## src/rtl/core/lpbp_pkg.sv

```systemverilog
// shared types, constants and codes for the led progress bar and pulse core
package lpbp_pkg;

  localparam int LED_COUNT_DEF   = 8;
  localparam int PULSE_STEPS_DEF = 400;

  localparam int Q16_W     = 17;
  localparam int FILL_W    = 23;
  localparam int LED_W     = 6;
  localparam int COLOR_W   = 24;
  localparam int INT_W     = 9;
  localparam int CH_W      = 8;
  localparam int CFG_IDX_W = 2;
  localparam int MODE_W    = 2;
  localparam int QUEUE_DEPTH = 2;

  localparam logic [Q16_W-1:0] FULL_Q16   = 17'd65536;
  localparam logic [Q16_W-1:0] HALF_Q16   = 17'd32768;
  localparam logic [10:0]      SMOOTH_Q16 = 11'd1311;
  localparam logic [INT_W-1:0] INT_FULL   = 9'd256;

  localparam logic [MODE_W-1:0] MODE_BAR   = 2'd0;
  localparam logic [MODE_W-1:0] MODE_PULSE = 2'd1;
  localparam logic [MODE_W-1:0] MODE_CLEAR = 2'd2;

  localparam logic [CFG_IDX_W-1:0] REG_BAR_COLOR    = 2'd0;
  localparam logic [CFG_IDX_W-1:0] REG_BREATH_COLOR = 2'd1;
  localparam logic [CFG_IDX_W-1:0] REG_INTENSITY    = 2'd2;

  localparam logic [COLOR_W-1:0] BAR_COLOR_RST    = 24'hFF0000;
  localparam logic [COLOR_W-1:0] BREATH_COLOR_RST = 24'h000000;
  localparam logic [INT_W-1:0]   INTENSITY_RST    = 9'd256;

  // element 2 green, 1 red, 0 blue
  typedef logic [2:0][CH_W-1:0] rgb_t;

  typedef struct packed {
    rgb_t             bar_color;
    rgb_t             breath_color;
    logic [INT_W-1:0] intensity;
  } cfg_t;

  typedef struct packed {
    logic              pulse;
    logic              raise;
    logic [FILL_W-1:0] fill;
    rgb_t              pch;
  } frame_t;

  typedef enum logic [3:0] {
    F_IDLE,
    F_STEP,
    F_APPLY,
    F_AREA,
    F_PREP,
    F_DIV,
    F_PMUL,
    F_PREC,
    F_PUSH
  } front_state_t;

  typedef enum logic [1:0] {
    B_IDLE,
    B_CHAN,
    B_OUT
  } back_state_t;

endpackage

```

## src/rtl/core/led_progress_bar_with_pulse_core.sv

```systemverilog
// top level of the led progress bar and breathing light core
//
//   channel | direction | handshake        | payload
//   in      | input     | in_push/in_full  | in_mode, in_goal_progress
//   out     | output    | out_pop/out_empty| led position, green, red, blue, last flag
//   cfg     | input     | cfg_we           | cfg_index, cfg_data
//
// front end states: bar tick step, apply, push; clear tick step, push; pulsing tick
// step, area, prep, the 8 step serial divider for the breathing level, pmul, prec,
// push; back end: idle pops a frame, then each led takes a chan and an out state on
// one shared channel stage; neither end takes a new tick before the last is through
// a two entry frame queue lets the front run ahead; out_pop stalls the back, and the
// front once the queue is full; synchronous active low reset, no clearing pass
module led_progress_bar_with_pulse_core import lpbp_pkg::*; #(
  parameter int LED_COUNT   = LED_COUNT_DEF,
  parameter int PULSE_STEPS = PULSE_STEPS_DEF
) (
  input  logic                 clk,
  input  logic                 rst_n,
  input  logic                 in_push,
  output logic                 in_full,
  input  logic [MODE_W-1:0]    in_mode,
  input  logic [Q16_W-1:0]     in_goal_progress,
  output logic                 out_empty,
  input  logic                 out_pop,
  output logic [LED_W-1:0]     out_led_pos,
  output logic [CH_W-1:0]      out_green_level,
  output logic [CH_W-1:0]      out_red_level,
  output logic [CH_W-1:0]      out_blue_level,
  output logic                 out_last_led,
  input  logic                 cfg_we,
  input  logic [CFG_IDX_W-1:0] cfg_index,
  input  logic [COLOR_W-1:0]   cfg_data
);

  cfg_t   cfg_r;
  logic   q_push;
  logic   q_full;
  logic   q_pop;
  logic   q_empty;
  frame_t q_wr;
  frame_t q_rd;

  always_ff @(posedge clk) begin
    if (!rst_n) begin
      cfg_r.bar_color    <= BAR_COLOR_RST;
      cfg_r.breath_color <= BREATH_COLOR_RST;
      cfg_r.intensity    <= INTENSITY_RST;
    end else if (cfg_we) begin
      unique case (cfg_index)
        REG_BAR_COLOR:    cfg_r.bar_color    <= cfg_data;
        REG_BREATH_COLOR: cfg_r.breath_color <= cfg_data;
        REG_INTENSITY:    cfg_r.intensity    <= cfg_data[INT_W-1:0];
        default: begin
        end
      endcase
    end
  end

  lpbp_front #(
    .LED_COUNT   (LED_COUNT),
    .PULSE_STEPS (PULSE_STEPS)
  ) u_front (
    .clk              (clk),
    .rst_n            (rst_n),
    .in_push          (in_push),
    .in_full          (in_full),
    .in_mode          (in_mode),
    .in_goal_progress (in_goal_progress),
    .cfg              (cfg_r),
    .q_push           (q_push),
    .q_data           (q_wr),
    .q_full           (q_full)
  );

  lpbp_fifo u_fifo (
    .clk     (clk),
    .rst_n   (rst_n),
    .push    (q_push),
    .wr_data (q_wr),
    .full    (q_full),
    .pop     (q_pop),
    .rd_data (q_rd),
    .empty   (q_empty)
  );

  lpbp_back #(
    .LED_COUNT (LED_COUNT)
  ) u_back (
    .clk             (clk),
    .rst_n           (rst_n),
    .q_empty         (q_empty),
    .q_data          (q_rd),
    .q_pop           (q_pop),
    .cfg             (cfg_r),
    .out_empty       (out_empty),
    .out_pop         (out_pop),
    .out_led_pos     (out_led_pos),
    .out_green_level (out_green_level),
    .out_red_level   (out_red_level),
    .out_blue_level  (out_blue_level),
    .out_last_led    (out_last_led)
  );

endmodule

```

## src/rtl/core/lpbp_front.sv

```systemverilog
// front end: takes a tick, updates progress and phase, works out the pulse color
module lpbp_front import lpbp_pkg::*; #(
  parameter int LED_COUNT   = LED_COUNT_DEF,
  parameter int PULSE_STEPS = PULSE_STEPS_DEF
) (
  input  logic              clk,
  input  logic              rst_n,
  input  logic              in_push,
  output logic              in_full,
  input  logic [MODE_W-1:0] in_mode,
  input  logic [Q16_W-1:0]  in_goal_progress,
  input  cfg_t              cfg,
  output logic              q_push,
  output frame_t            q_data,
  input  logic              q_full
);

  localparam int PH_W  = $clog2(PULSE_STEPS);
  localparam int U_W   = 10;
  localparam int D_W   = 21;
  localparam int NUM_W = 22;
  localparam int DIV_W = 31;
  localparam logic [D_W-1:0]  D_BASE  = D_W'(5 * PULSE_STEPS * PULSE_STEPS);
  localparam logic [U_W-1:0]  S_U     = U_W'(PULSE_STEPS);
  localparam logic [PH_W-1:0] PH_LAST = PH_W'(PULSE_STEPS - 1);
  localparam logic [6:0]      LED_N   = 7'(LED_COUNT);

  front_state_t         state_r, state_nxt;
  logic [MODE_W-1:0]    mode_r;
  logic [Q16_W-1:0]     goal_r;
  logic [Q16_W-1:0]     smoothed_r;
  logic [PH_W-1:0]      phase_r;
  logic                 up_r;
  logic [10:0]          step_r;
  logic [16:0]          a_r;
  logic                 neg_r;
  logic [DIV_W-1:0]     rem_r;
  logic [DIV_W-1:0]     dsh_r;
  logic [CH_W-1:0]      quo_r;
  logic [2:0]           cnt_r;
  logic [2:0][15:0]     y_r;
  rgb_t                 pch_r;

  logic [Q16_W-1:0]     goal_clamp;
  logic                 up;
  logic [Q16_W-1:0]     mag;
  logic [27:0]          prod;
  logic [10:0]          step;
  logic [Q16_W:0]       nv;
  logic [Q16_W-1:0]     applied;
  logic [U_W-1:0]       u2;
  logic                 u_ge;
  logic [U_W-1:0]       u;
  logic [19:0]          area;
  logic [D_W-1:0]       n_v;
  logic [D_W-1:0]       d_v;
  logic [NUM_W-1:0]     num;
  logic [DIV_W-1:0]     dividend;
  logic [DIV_W-1:0]     divisor;
  logic                 div_ge;
  logic [2:0][15:0]     y_v;
  logic [2:0][23:0]     recip;
  logic [2:0][CH_W-1:0] q0;
  logic [2:0][15:0]     rmd;
  rgb_t                 pch_v;

  assign goal_clamp = (in_goal_progress > FULL_Q16) ? FULL_Q16 : in_goal_progress;

  // smoothing step
  assign up   = goal_r >= smoothed_r;
  assign mag  = up ? (goal_r - smoothed_r) : (smoothed_r - goal_r);
  assign prod = {11'd0, mag} * {17'd0, SMOOTH_Q16} + 28'd32768;
  assign step = (prod[27:16] == 12'd0 && mag != '0) ? 11'd1 : prod[26:16];
  assign nv   = {1'b0, smoothed_r} + 18'(step_r);

  always_comb begin
    if (up_r) begin
      applied = (nv > {1'b0, FULL_Q16}) ? FULL_Q16 : nv[Q16_W-1:0];
    end else begin
      applied = (17'(step_r) > smoothed_r) ? '0 : smoothed_r - 17'(step_r);
    end
  end

  // breathing level, rational sine over each half wave
  assign u2   = U_W'(phase_r) << 1;
  assign u_ge = u2 >= S_U;
  assign u    = u_ge ? (u2 - S_U) : u2;
  assign area = {10'd0, u} * {10'd0, S_U - u};

  assign n_v      = D_W'({a_r, 4'b0});
  assign d_v      = D_BASE - D_W'({a_r, 2'b0});
  assign num      = neg_r ? ({1'b0, d_v} - {1'b0, n_v}) : ({1'b0, d_v} + {1'b0, n_v});
  assign dividend = DIV_W'({num, 8'b0}) - DIV_W'(num) + DIV_W'(d_v);
  assign divisor  = DIV_W'({d_v, 8'b0});
  assign div_ge   = rem_r >= dsh_r;

  // pulse color: round(c * level / 255) per channel
  always_comb begin
    for (int k = 0; k < 3; k++) begin
      y_v[k]   = 16'({8'd0, cfg.breath_color[k]} * {8'd0, quo_r} + 16'd127);
      recip[k] = 24'({y_r[k], 8'b0}) + 24'(y_r[k]);
      q0[k]    = recip[k][23:16];
      rmd[k]   = y_r[k] - (16'({q0[k], 8'b0}) - 16'(q0[k]));
      pch_v[k] = (rmd[k] >= 16'd255) ? q0[k] + 8'd1 : q0[k];
    end
  end

  always_comb begin
    state_nxt = state_r;
    unique case (state_r)
      F_IDLE: begin
        if (in_push) state_nxt = F_STEP;
      end
      F_STEP: begin
        if (mode_r == MODE_BAR) state_nxt = F_APPLY;
        else if (mode_r == MODE_PULSE) state_nxt = F_AREA;
        else state_nxt = F_PUSH;
      end
      F_APPLY: state_nxt = F_PUSH;
      F_AREA:  state_nxt = F_PREP;
      F_PREP:  state_nxt = F_DIV;
      F_DIV: begin
        if (cnt_r == 3'd7) state_nxt = F_PMUL;
      end
      F_PMUL:  state_nxt = F_PREC;
      F_PREC:  state_nxt = F_PUSH;
      F_PUSH: begin
        if (!q_full) state_nxt = F_IDLE;
      end
    endcase
  end

  always_comb begin
    in_full = state_r != F_IDLE;
    q_push  = (state_r == F_PUSH) && !q_full;
    q_data.pulse = mode_r == MODE_PULSE;
    q_data.raise = (mode_r == MODE_BAR) && (goal_r != '0);
    q_data.fill  = {6'd0, smoothed_r} * {16'd0, LED_N};
    q_data.pch   = pch_r;
  end

  always_ff @(posedge clk) begin
    if (!rst_n) begin
      state_r    <= F_IDLE;
      smoothed_r <= '0;
      phase_r    <= '0;
    end else begin
      state_r <= state_nxt;
      unique case (state_r)
        F_IDLE: begin
          if (in_push) begin
            mode_r <= in_mode;
            goal_r <= goal_clamp;
          end
        end
        F_STEP: begin
          if (mode_r == MODE_BAR) begin
            up_r   <= up;
            step_r <= step;
          end else if (mode_r == MODE_PULSE) begin
            smoothed_r <= FULL_Q16;
            phase_r    <= (phase_r == PH_LAST) ? '0 : phase_r + 1'b1;
          end else begin
            smoothed_r <= '0;
            phase_r    <= '0;
          end
        end
        F_APPLY: begin
          smoothed_r <= applied;
          phase_r    <= '0;
        end
        F_AREA: begin
          a_r   <= area[16:0];
          neg_r <= u_ge;
        end
        F_PREP: begin
          rem_r <= dividend;
          dsh_r <= divisor;
          quo_r <= '0;
          cnt_r <= '0;
        end
        F_DIV: begin
          rem_r <= div_ge ? rem_r - dsh_r : rem_r;
          dsh_r <= dsh_r >> 1;
          quo_r <= {quo_r[CH_W-2:0], div_ge};
          cnt_r <= cnt_r + 3'd1;
        end
        F_PMUL: y_r   <= y_v;
        F_PREC: pch_r <= pch_v;
        F_PUSH: begin
        end
      endcase
    end
  end

`ifndef NO_ASSERTIONS
  a_progress_range: assert property (@(posedge clk) disable iff (!rst_n)
    smoothed_r <= FULL_Q16)
    else $error("smoothed progress above full");

  a_phase_range: assert property (@(posedge clk) disable iff (!rst_n)
    phase_r <= PH_LAST)
    else $error("pulse phase out of range");
`endif

endmodule

```

## src/rtl/core/lpbp_fifo.sv

```systemverilog
// short frame queue between front end and back end
module lpbp_fifo import lpbp_pkg::*; (
  input  logic   clk,
  input  logic   rst_n,
  input  logic   push,
  input  frame_t wr_data,
  output logic   full,
  input  logic   pop,
  output frame_t rd_data,
  output logic   empty
);

  localparam int PTR_W = $clog2(QUEUE_DEPTH);
  localparam int CNT_W = $clog2(QUEUE_DEPTH + 1);

  frame_t           slot_r [QUEUE_DEPTH];
  logic [PTR_W-1:0] wr_ptr_r;
  logic [PTR_W-1:0] rd_ptr_r;
  logic [CNT_W-1:0] cnt_r;

  assign full    = cnt_r == CNT_W'(QUEUE_DEPTH);
  assign empty   = cnt_r == '0;
  assign rd_data = slot_r[rd_ptr_r];

  always_ff @(posedge clk) begin
    if (push) slot_r[wr_ptr_r] <= wr_data;
  end

  always_ff @(posedge clk) begin
    if (!rst_n) begin
      wr_ptr_r <= '0;
      rd_ptr_r <= '0;
      cnt_r    <= '0;
    end else begin
      if (push) wr_ptr_r <= wr_ptr_r + 1'b1;
      if (pop) rd_ptr_r <= rd_ptr_r + 1'b1;
      if (push && !pop) cnt_r <= cnt_r + 1'b1;
      else if (pop && !push) cnt_r <= cnt_r - 1'b1;
    end
  end

`ifndef NO_ASSERTIONS
  a_no_overflow: assert property (@(posedge clk) disable iff (!rst_n)
    push |-> !full)
    else $error("frame queue written while full");

  a_no_underflow: assert property (@(posedge clk) disable iff (!rst_n)
    pop |-> !empty)
    else $error("frame queue read while empty");
`endif

endmodule

```

## src/rtl/core/lpbp_back.sv

```systemverilog
// back end: per led brightness, channel scaling and the output register
module lpbp_back import lpbp_pkg::*; #(
  parameter int LED_COUNT = LED_COUNT_DEF
) (
  input  logic             clk,
  input  logic             rst_n,
  input  logic             q_empty,
  input  frame_t           q_data,
  output logic             q_pop,
  input  cfg_t             cfg,
  output logic             out_empty,
  input  logic             out_pop,
  output logic [LED_W-1:0] out_led_pos,
  output logic [CH_W-1:0]  out_green_level,
  output logic [CH_W-1:0]  out_red_level,
  output logic [CH_W-1:0]  out_blue_level,
  output logic             out_last_led
);

  localparam logic [LED_W-1:0] LAST = LED_W'(LED_COUNT - 1);

  back_state_t      state_r, state_nxt;
  frame_t           fr_r;
  logic [LED_W-1:0] led_r;
  logic [Q16_W-1:0] b_r;
  rgb_t             gch_r;
  logic             out_v_r;
  logic [LED_W-1:0] out_idx_r;
  rgb_t             out_ch_r;
  logic             out_last_r;

  logic             out_load;
  logic             at_last;
  logic [INT_W-1:0] isat;
  logic [2:0][23:0] bar_prod;
  rgb_t             gch_v;
  logic [2:0][16:0] sc_prod;
  rgb_t             sc_v;

  function automatic logic [Q16_W-1:0] bright(input logic [FILL_W-1:0] fill,
                                              input logic [LED_W:0] idx,
                                              input logic raise);
    logic [FILL_W-1:0] base;
    logic [FILL_W-1:0] diff;
    logic [Q16_W-1:0]  b;
    base = {idx, 16'b0};
    diff = fill - base;
    if (fill <= base) b = '0;
    else if (diff > FILL_W'(FULL_Q16)) b = FULL_Q16;
    else b = diff[Q16_W-1:0];
    if (idx == '0 && raise && b < HALF_Q16) b = HALF_Q16;
    return b;
  endfunction

  assign isat     = (cfg.intensity > INT_FULL) ? INT_FULL : cfg.intensity;
  assign at_last  = led_r == LAST;
  assign out_load = (state_r == B_OUT) && (!out_v_r || out_pop);

  always_comb begin
    for (int k = 0; k < 3; k++) begin
      bar_prod[k] = {16'd0, cfg.bar_color[k]} * {7'd0, b_r};
      gch_v[k]    = fr_r.pulse ? fr_r.pch[k] : bar_prod[k][23:16];
      sc_prod[k]  = {9'd0, gch_r[k]} * {8'd0, isat};
      sc_v[k]     = sc_prod[k][15:8];
    end
  end

  always_comb begin
    state_nxt = state_r;
    unique case (state_r)
      B_IDLE: begin
        if (!q_empty) state_nxt = B_CHAN;
      end
      B_CHAN: state_nxt = B_OUT;
      B_OUT: begin
        if (out_load) state_nxt = at_last ? B_IDLE : B_CHAN;
      end
    endcase
  end

  always_comb begin
    q_pop           = (state_r == B_IDLE) && !q_empty;
    out_empty       = !out_v_r;
    out_led_pos     = out_idx_r;
    out_green_level = out_ch_r[2];
    out_red_level   = out_ch_r[1];
    out_blue_level  = out_ch_r[0];
    out_last_led    = out_last_r;
  end

  always_ff @(posedge clk) begin
    if (!rst_n) begin
      state_r <= B_IDLE;
      out_v_r <= 1'b0;
    end else begin
      state_r <= state_nxt;
      if (out_load) out_v_r <= 1'b1;
      else if (out_pop) out_v_r <= 1'b0;
      unique case (state_r)
        B_IDLE: begin
          if (!q_empty) begin
            fr_r  <= q_data;
            led_r <= '0;
            b_r   <= bright(q_data.fill, '0, q_data.raise);
          end
        end
        B_CHAN: begin
          gch_r <= gch_v;
          b_r   <= bright(fr_r.fill, {1'b0, led_r} + 1'b1, fr_r.raise);
        end
        B_OUT: begin
          if (out_load) begin
            out_idx_r  <= led_r;
            out_ch_r   <= sc_v;
            out_last_r <= at_last;
            if (!at_last) led_r <= led_r + 1'b1;
          end
        end
      endcase
    end
  end

`ifndef NO_ASSERTIONS
  a_last_index: assert property (@(posedge clk) disable iff (!rst_n)
    (out_v_r && out_last_r) |-> (out_idx_r == LAST))
    else $error("last led flag on wrong index");

  a_pop_starts_frame: assert property (@(posedge clk) disable iff (!rst_n)
    q_pop |=> (state_r == B_CHAN && led_r == '0))
    else $error("frame not started at led zero");
`endif

endmodule
```

## config.mk

```make
export PLATFORM = sky130hd
export DESIGN_NAME = led_progress_bar_with_pulse_core
export DESIGN_NICKNAME = d
export VERILOG_FILES = /design/src/rtl/core/lpbp_pkg.sv /design/src/rtl/core/led_progress_bar_with_pulse_core.sv /design/src/rtl/core/lpbp_front.sv /design/src/rtl/core/lpbp_fifo.sv /design/src/rtl/core/lpbp_back.sv
export SDC_FILE = /design/constraint.sdc
export NUM_CORES = 2
export LEC_CHECK = 0
export ABC_AREA = 1
export BUFFER_PORTS_ARGS = -buffer_cell sky130_fd_sc_hd__clkbuf_2
export CAP_MARGIN = 10
export CORE_MARGIN = 2
export CORE_UTILIZATION = 40
export CTS_CLUSTER_DIAMETER = 40
export CTS_CLUSTER_SIZE = 16
export DETAILED_ROUTE_END_ITERATION = 6
export SYNTH_ARGS = -nofsm -noshare
export SYNTH_HDL_FRONTEND = slang
export SYNTH_HIERARCHICAL = 1
export SYNTH_SLANG_ARGS = --single-unit
```

## constraint.sdc

```tcl
create_clock -name clk -period 6.7 [get_ports clk]
set_clock_uncertainty 0.05 [all_clocks]
set_input_delay 1.34 -clock clk [delete_from_list [all_inputs] [get_ports clk]]
set_output_delay 1.34 -clock clk [all_outputs]
set_load 0.01 [all_outputs]
```

==> metrics.txt <==
# TYPE chip_impl_metric gauge
chip_impl_metric{name="htreeDepth",unit=""} 3
chip_impl_metric{name="rows",unit=""} 148
chip_impl_metric{name="netlist_area",unit="mm²"} 0.0656
chip_impl_metric{name="dp_hpwl",unit="µm"} 143000
chip_impl_metric{name="fin_max_slew_vios",unit=""} 0
chip_impl_info{name="ys_top_cells_by_area",value="sky130_fd_sc_hd__fa_1 19%, sky130_fd_sc_hd__edfxtp_1 19%, sky130_fd_sc_hd__ha_1 14%"} 1
chip_impl_metric{name="total_length_of_routed_wires",unit="µm"} 178000
chip_impl_metric{name="worstPathMaxFanout",unit=""} 5
chip_impl_metric{name="initialDrtViolationCount",unit=""} 3100
chip_impl_metric{name="vias_per_cell",unit=""} 4.94
chip_impl_metric{name="grt_usage",unit=""} 0.214
chip_impl_info{name="critical_path.slowest_cell",value="sky130_fd_sc_hd__fa_1"} 1
chip_impl_metric{name="yosys_register_bits",unit=""} 509
chip_impl_metric{name="placed_cells",unit=""} 10737
chip_impl_metric{name="clk_latency",unit="ns"} 0.69
chip_impl_metric{name="wl_per_cell",unit="µm"} 16.3
chip_impl_metric{name="diodes",unit=""} 0
chip_impl_metric{name="clk_path_buf_depth",unit=""} 3
chip_impl_metric{name="post-route-drc-count",unit=""} 0
chip_impl_metric{name="antenna_left",unit=""} 0
chip_impl_metric{name="period_minus_slack",unit="ns"} 6.39
chip_impl_metric{name="synth-warning-count",unit=""} 6
chip_impl_metric{name="num_vias",unit=""} 53901
chip_impl_metric{name="worst-endpoint-required",unit="ns"} 7.09
chip_impl_metric{name="floorplan.die.width",unit="µm"} 409
chip_impl_metric{name="final_net_count",unit=""} 10078
chip_impl_metric{name="height_of_the_chip",unit="µm"} 409
chip_impl_metric{name="layout-drive-gt1-share",unit=""} 0.0886
chip_impl_metric{name="max-slew-margin-rel",unit=""} 0.220
chip_impl_metric{name="io-pin-count",unit=""} 83
chip_impl_metric{name="max_cap_viol_count",unit=""} 0
chip_impl_info{name="clock_tree.root_cell",value="sky130_fd_sc_hd__clkbuf_16"} 1
chip_impl_info{name="worst_setup_path_start_kind",value="register"} 1
chip_impl_metric{name="seq_area_frac_synth",unit=""} 0.219
chip_impl_metric{name="gr_overflow_total",unit=""} 0
chip_impl_metric{name="vias_in_the_first_global_route",unit=""} 55163
chip_impl_metric{name="grt_pass1_wl",unit="µm"} 289000
chip_impl_info{name="grt_setup_unrepaired",value="true"} 1
chip_impl_info{name="synth_ff_type",value="sky130_fd_sc_hd__edfxtp_1"} 1
chip_impl_metric{name="clk_pin_slew_worst_paths",unit="ns"} 0.06
chip_impl_metric{name="synth_edf_count",unit=""} 414
chip_impl_metric{name="cts_buffers",unit=""} 89
chip_impl_metric{name="maxClockFrequency",unit="MHz"} 156
chip_impl_metric{name="synth.lib_cells_used.distinct",unit=""} 66
chip_impl_metric{name="initial_antenna_violation_count",unit=""} 1
chip_impl_metric{name="gp_routability_congestion",unit=""} 0.934
chip_impl_info{name="hp-class",value="reg -> reg"} 1
chip_impl_info{name="category_of_the_worst_setup_path_capture_point",value="register"} 1
chip_impl_metric{name="critical_path_arrival",unit="ns"} 6.78
chip_impl_metric{name="synthToLayoutAreaGrowth",unit="%"} 12.2
chip_impl_metric{name="yosysTopAreaCellShare",unit=""} 0.193
chip_impl_metric{name="drt_first_pass_iters",unit=""} 5
chip_impl_metric{name="effective_utilization_at_floorplan",unit=""} 0.403
chip_impl_metric{name="synthesis.area_per_instance",unit="µm²"} 7.75
chip_impl_metric{name="coreArea",unit="mm²"} 0.163
chip_impl_metric{name="cts_sink_count",unit=""} 509
chip_impl_metric{name="postLayoutCoreUtil",unit=""} 0.452
chip_impl_metric{name="period_share",unit=""} 0.954
chip_impl_metric{name="port_buffers",unit=""} 82
chip_impl_metric{name="worst_slew_pin_slew",unit="ns"} 1.17
chip_impl_metric{name="design.die.area",unit="mm²"} 0.167
chip_impl_metric{name="grt_max_degree",unit=""} 70
chip_impl_metric{name="report.final.hold_viol_count",unit=""} 0
chip_impl_metric{name="post_layout_nonfiller_instances",unit=""} 10915
chip_impl_info{name="synthDominantAreaCellType",value="sky130_fd_sc_hd__fa_1"} 1
chip_impl_metric{name="syn-instance-count",unit=""} 8463
chip_impl_metric{name="synthArstFlopShare",unit=""} 0
chip_impl_info{name="cts_tree",value="yes"} 1
chip_impl_info{name="timing_worst_setup_path_type",value="reg -> reg"} 1
chip_impl_metric{name="final-setup-viol-count",unit=""} 0
chip_impl_info{name="result_of_the_run",value="finished, final reports clean"} 1
chip_impl_metric{name="worst_path_largest_cell_delay",unit="ns"} 0.56
synthesized netlist by cell type (20+ instances only):
cell type	n
sky130_fd_sc_hd__nor2_1	668
sky130_fd_sc_hd__fa_1	631
sky130_fd_sc_hd__o21ai_0	233
sky130_fd_sc_hd__a21o_1	36
sky130_fd_sc_hd__nor3_1	78
sky130_fd_sc_hd__nor4_1	23
sky130_fd_sc_hd__nand3b_1	23
sky130_fd_sc_hd__dfxtp_1	95
sky130_fd_sc_hd__nand2_1	1922
sky130_fd_sc_hd__nand4_1	100
sky130_fd_sc_hd__o21bai_1	23
sky130_fd_sc_hd__mux2_2	40
sky130_fd_sc_hd__o21ai_1	20
sky130_fd_sc_hd__a21oi_1	417
sky130_fd_sc_hd__xor2_1	191
sky130_fd_sc_hd__inv_1	1946
sky130_fd_sc_hd__buf_2	23
sky130_fd_sc_hd__nand3_1	315
sky130_fd_sc_hd__clkbuf_1	173
sky130_fd_sc_hd__xnor2_1	73
sky130_fd_sc_hd__ha_1	732
sky130_fd_sc_hd__edfxtp_1	414
sky130_fd_sc_hd__o21a_1	24
final cells by class:
class                      count  area, µm²
fill                       16240      89200
tap                         2175       2720
timing repair buffer         339       2390
clock inverter                71        960
inverter                    1972       7400
clock buffer                  95       2260
multi-input combinational   5754      43500
sequential                   509      14300
metal layers:
| metal | global-route usage | share of wire | wire [µm] |
|---|---|---|---|
| met1 | 0.273 | 0.44 | 77400 |
| met2 | 0.382 | 0.50 | 88700 |
| met3 | 0.0231 | 0.038 | 6780 |
| met4 | 0.0566 | 0.028 | 5010 |
| met5 | 0 | 0 | 0 |
metrics by stage:
stage / setup TNS, ns / worst slack [ns] / instance area [µm²] / hold WS (ns)
5_1_grt: -0.0991 / -0.0958 / 73600 / 0.413
6_report: 0 / 0.305 / 73600 / 0.400
2_1_floorplan: 0 / 0.0761 / 65600 / 0.371
4_1_cts: 0 / 0.0474 / 72900 / 0.404
3_5_place_dp: -0.0768 / -0.0768 / 69600 / 0.386
3_3_place_gp: -0.0621 / -0.0621 / 69600 / 0.375
sequential cells by signal (all words and copies together) (netlist names), 17 cells and up, named ones only:
name and count:
cfg_r 57, u_back/b_r 17, u_back/fr_r 49, u_back/gch_r 24, u_fifo/slot_r 98, u_front/dsh_r 28
u_front/goal_r 17, u_front/q_data 24, u_front/rem_r 31, u_front/smoothed_r 17, u_front/y_r 48
critical path: cells and delay by family, from the launching register on:
| kind | cells | cell delay [ns] |
|---|---|---|
| adder cells (fa/ha/maj) | 7 | 2.97 |
| AND/OR/NAND/NOR | 15 | 1.56 |
| buffers and inverters | 6 | 0.45 |
| flip-flops | 1 | 0.44 |
| multiplexers | 1 | 0.32 |
| XOR/XNOR | 2 | 0.32 |
cells in the final DEF (no fill, tap or decap), types with 29 or more instances in the layout:
cell type	n
sky130_fd_sc_hd__inv_1	1936
sky130_fd_sc_hd__nand2_1	1906
sky130_fd_sc_hd__ha_1	704
sky130_fd_sc_hd__nor2_1	654
sky130_fd_sc_hd__fa_1	629
sky130_fd_sc_hd__edfxtp_1	414
sky130_fd_sc_hd__a21oi_1	396
sky130_fd_sc_hd__nand3_1	308
sky130_fd_sc_hd__buf_4	253
sky130_fd_sc_hd__o21ai_0	222
sky130_fd_sc_hd__xor2_1	189
sky130_fd_sc_hd__nand4_1	100
sky130_fd_sc_hd__dfxtp_1	91
sky130_fd_sc_hd__clkbuf_16	90
sky130_fd_sc_hd__clkbuf_2	81
sky130_fd_sc_hd__xnor2_1	71
sky130_fd_sc_hd__nor3_1	69
sky130_fd_sc_hd__mux2_2	39
sky130_fd_sc_hd__a21o_1	36
sky130_fd_sc_hd__nand2_2	29
logic make-up (layout without fill, tap and decap cells):
kind of cell    Yosys count  count (layout)  synth area share
compound gates          852             852            0.0727
xor+xnor                266             266            0.0358
fa+ha+maj              1363            1363             0.332
buf+inv                2205            2477             0.129
flops                   509             509             0.219
mux                      52              52           0.00946
other cells               1               6         0.0000572
simple gates           3215            3215             0.202
final timing paths:
path                                        start                               to  slack [ns]  cells after the start
hold reg to reg      u_front/q_data[19]$_DFFE_PP_   u_fifo/slot_r[1][19]$_DFFE_PP_        0.40                      0
setup reg to reg  u_front/goal_r[8]$_SDFFCE_PN0P_  u_front/step_r[0]$_SDFFCE_PP1P_        0.31                     31
setup / recovery  u_front/goal_r[8]$_SDFFCE_PN0P_  u_front/step_r[0]$_SDFFCE_PP1P_        0.31                     31
hold / removal       u_front/q_data[19]$_DFFE_PP_   u_fifo/slot_r[1][19]$_DFFE_PP_        0.40                      0
what timing repair did:
item,CTS,global route
resized for setup,14,135
buffers inserted,0,12
pin swaps,3,42
hold buffers,0,0
endpoints found under the setup margin,1,18
Power is left out: the tool's default activity adds up to more than one toggle a clock period on the data nets, which glitch-free logic cannot reach.
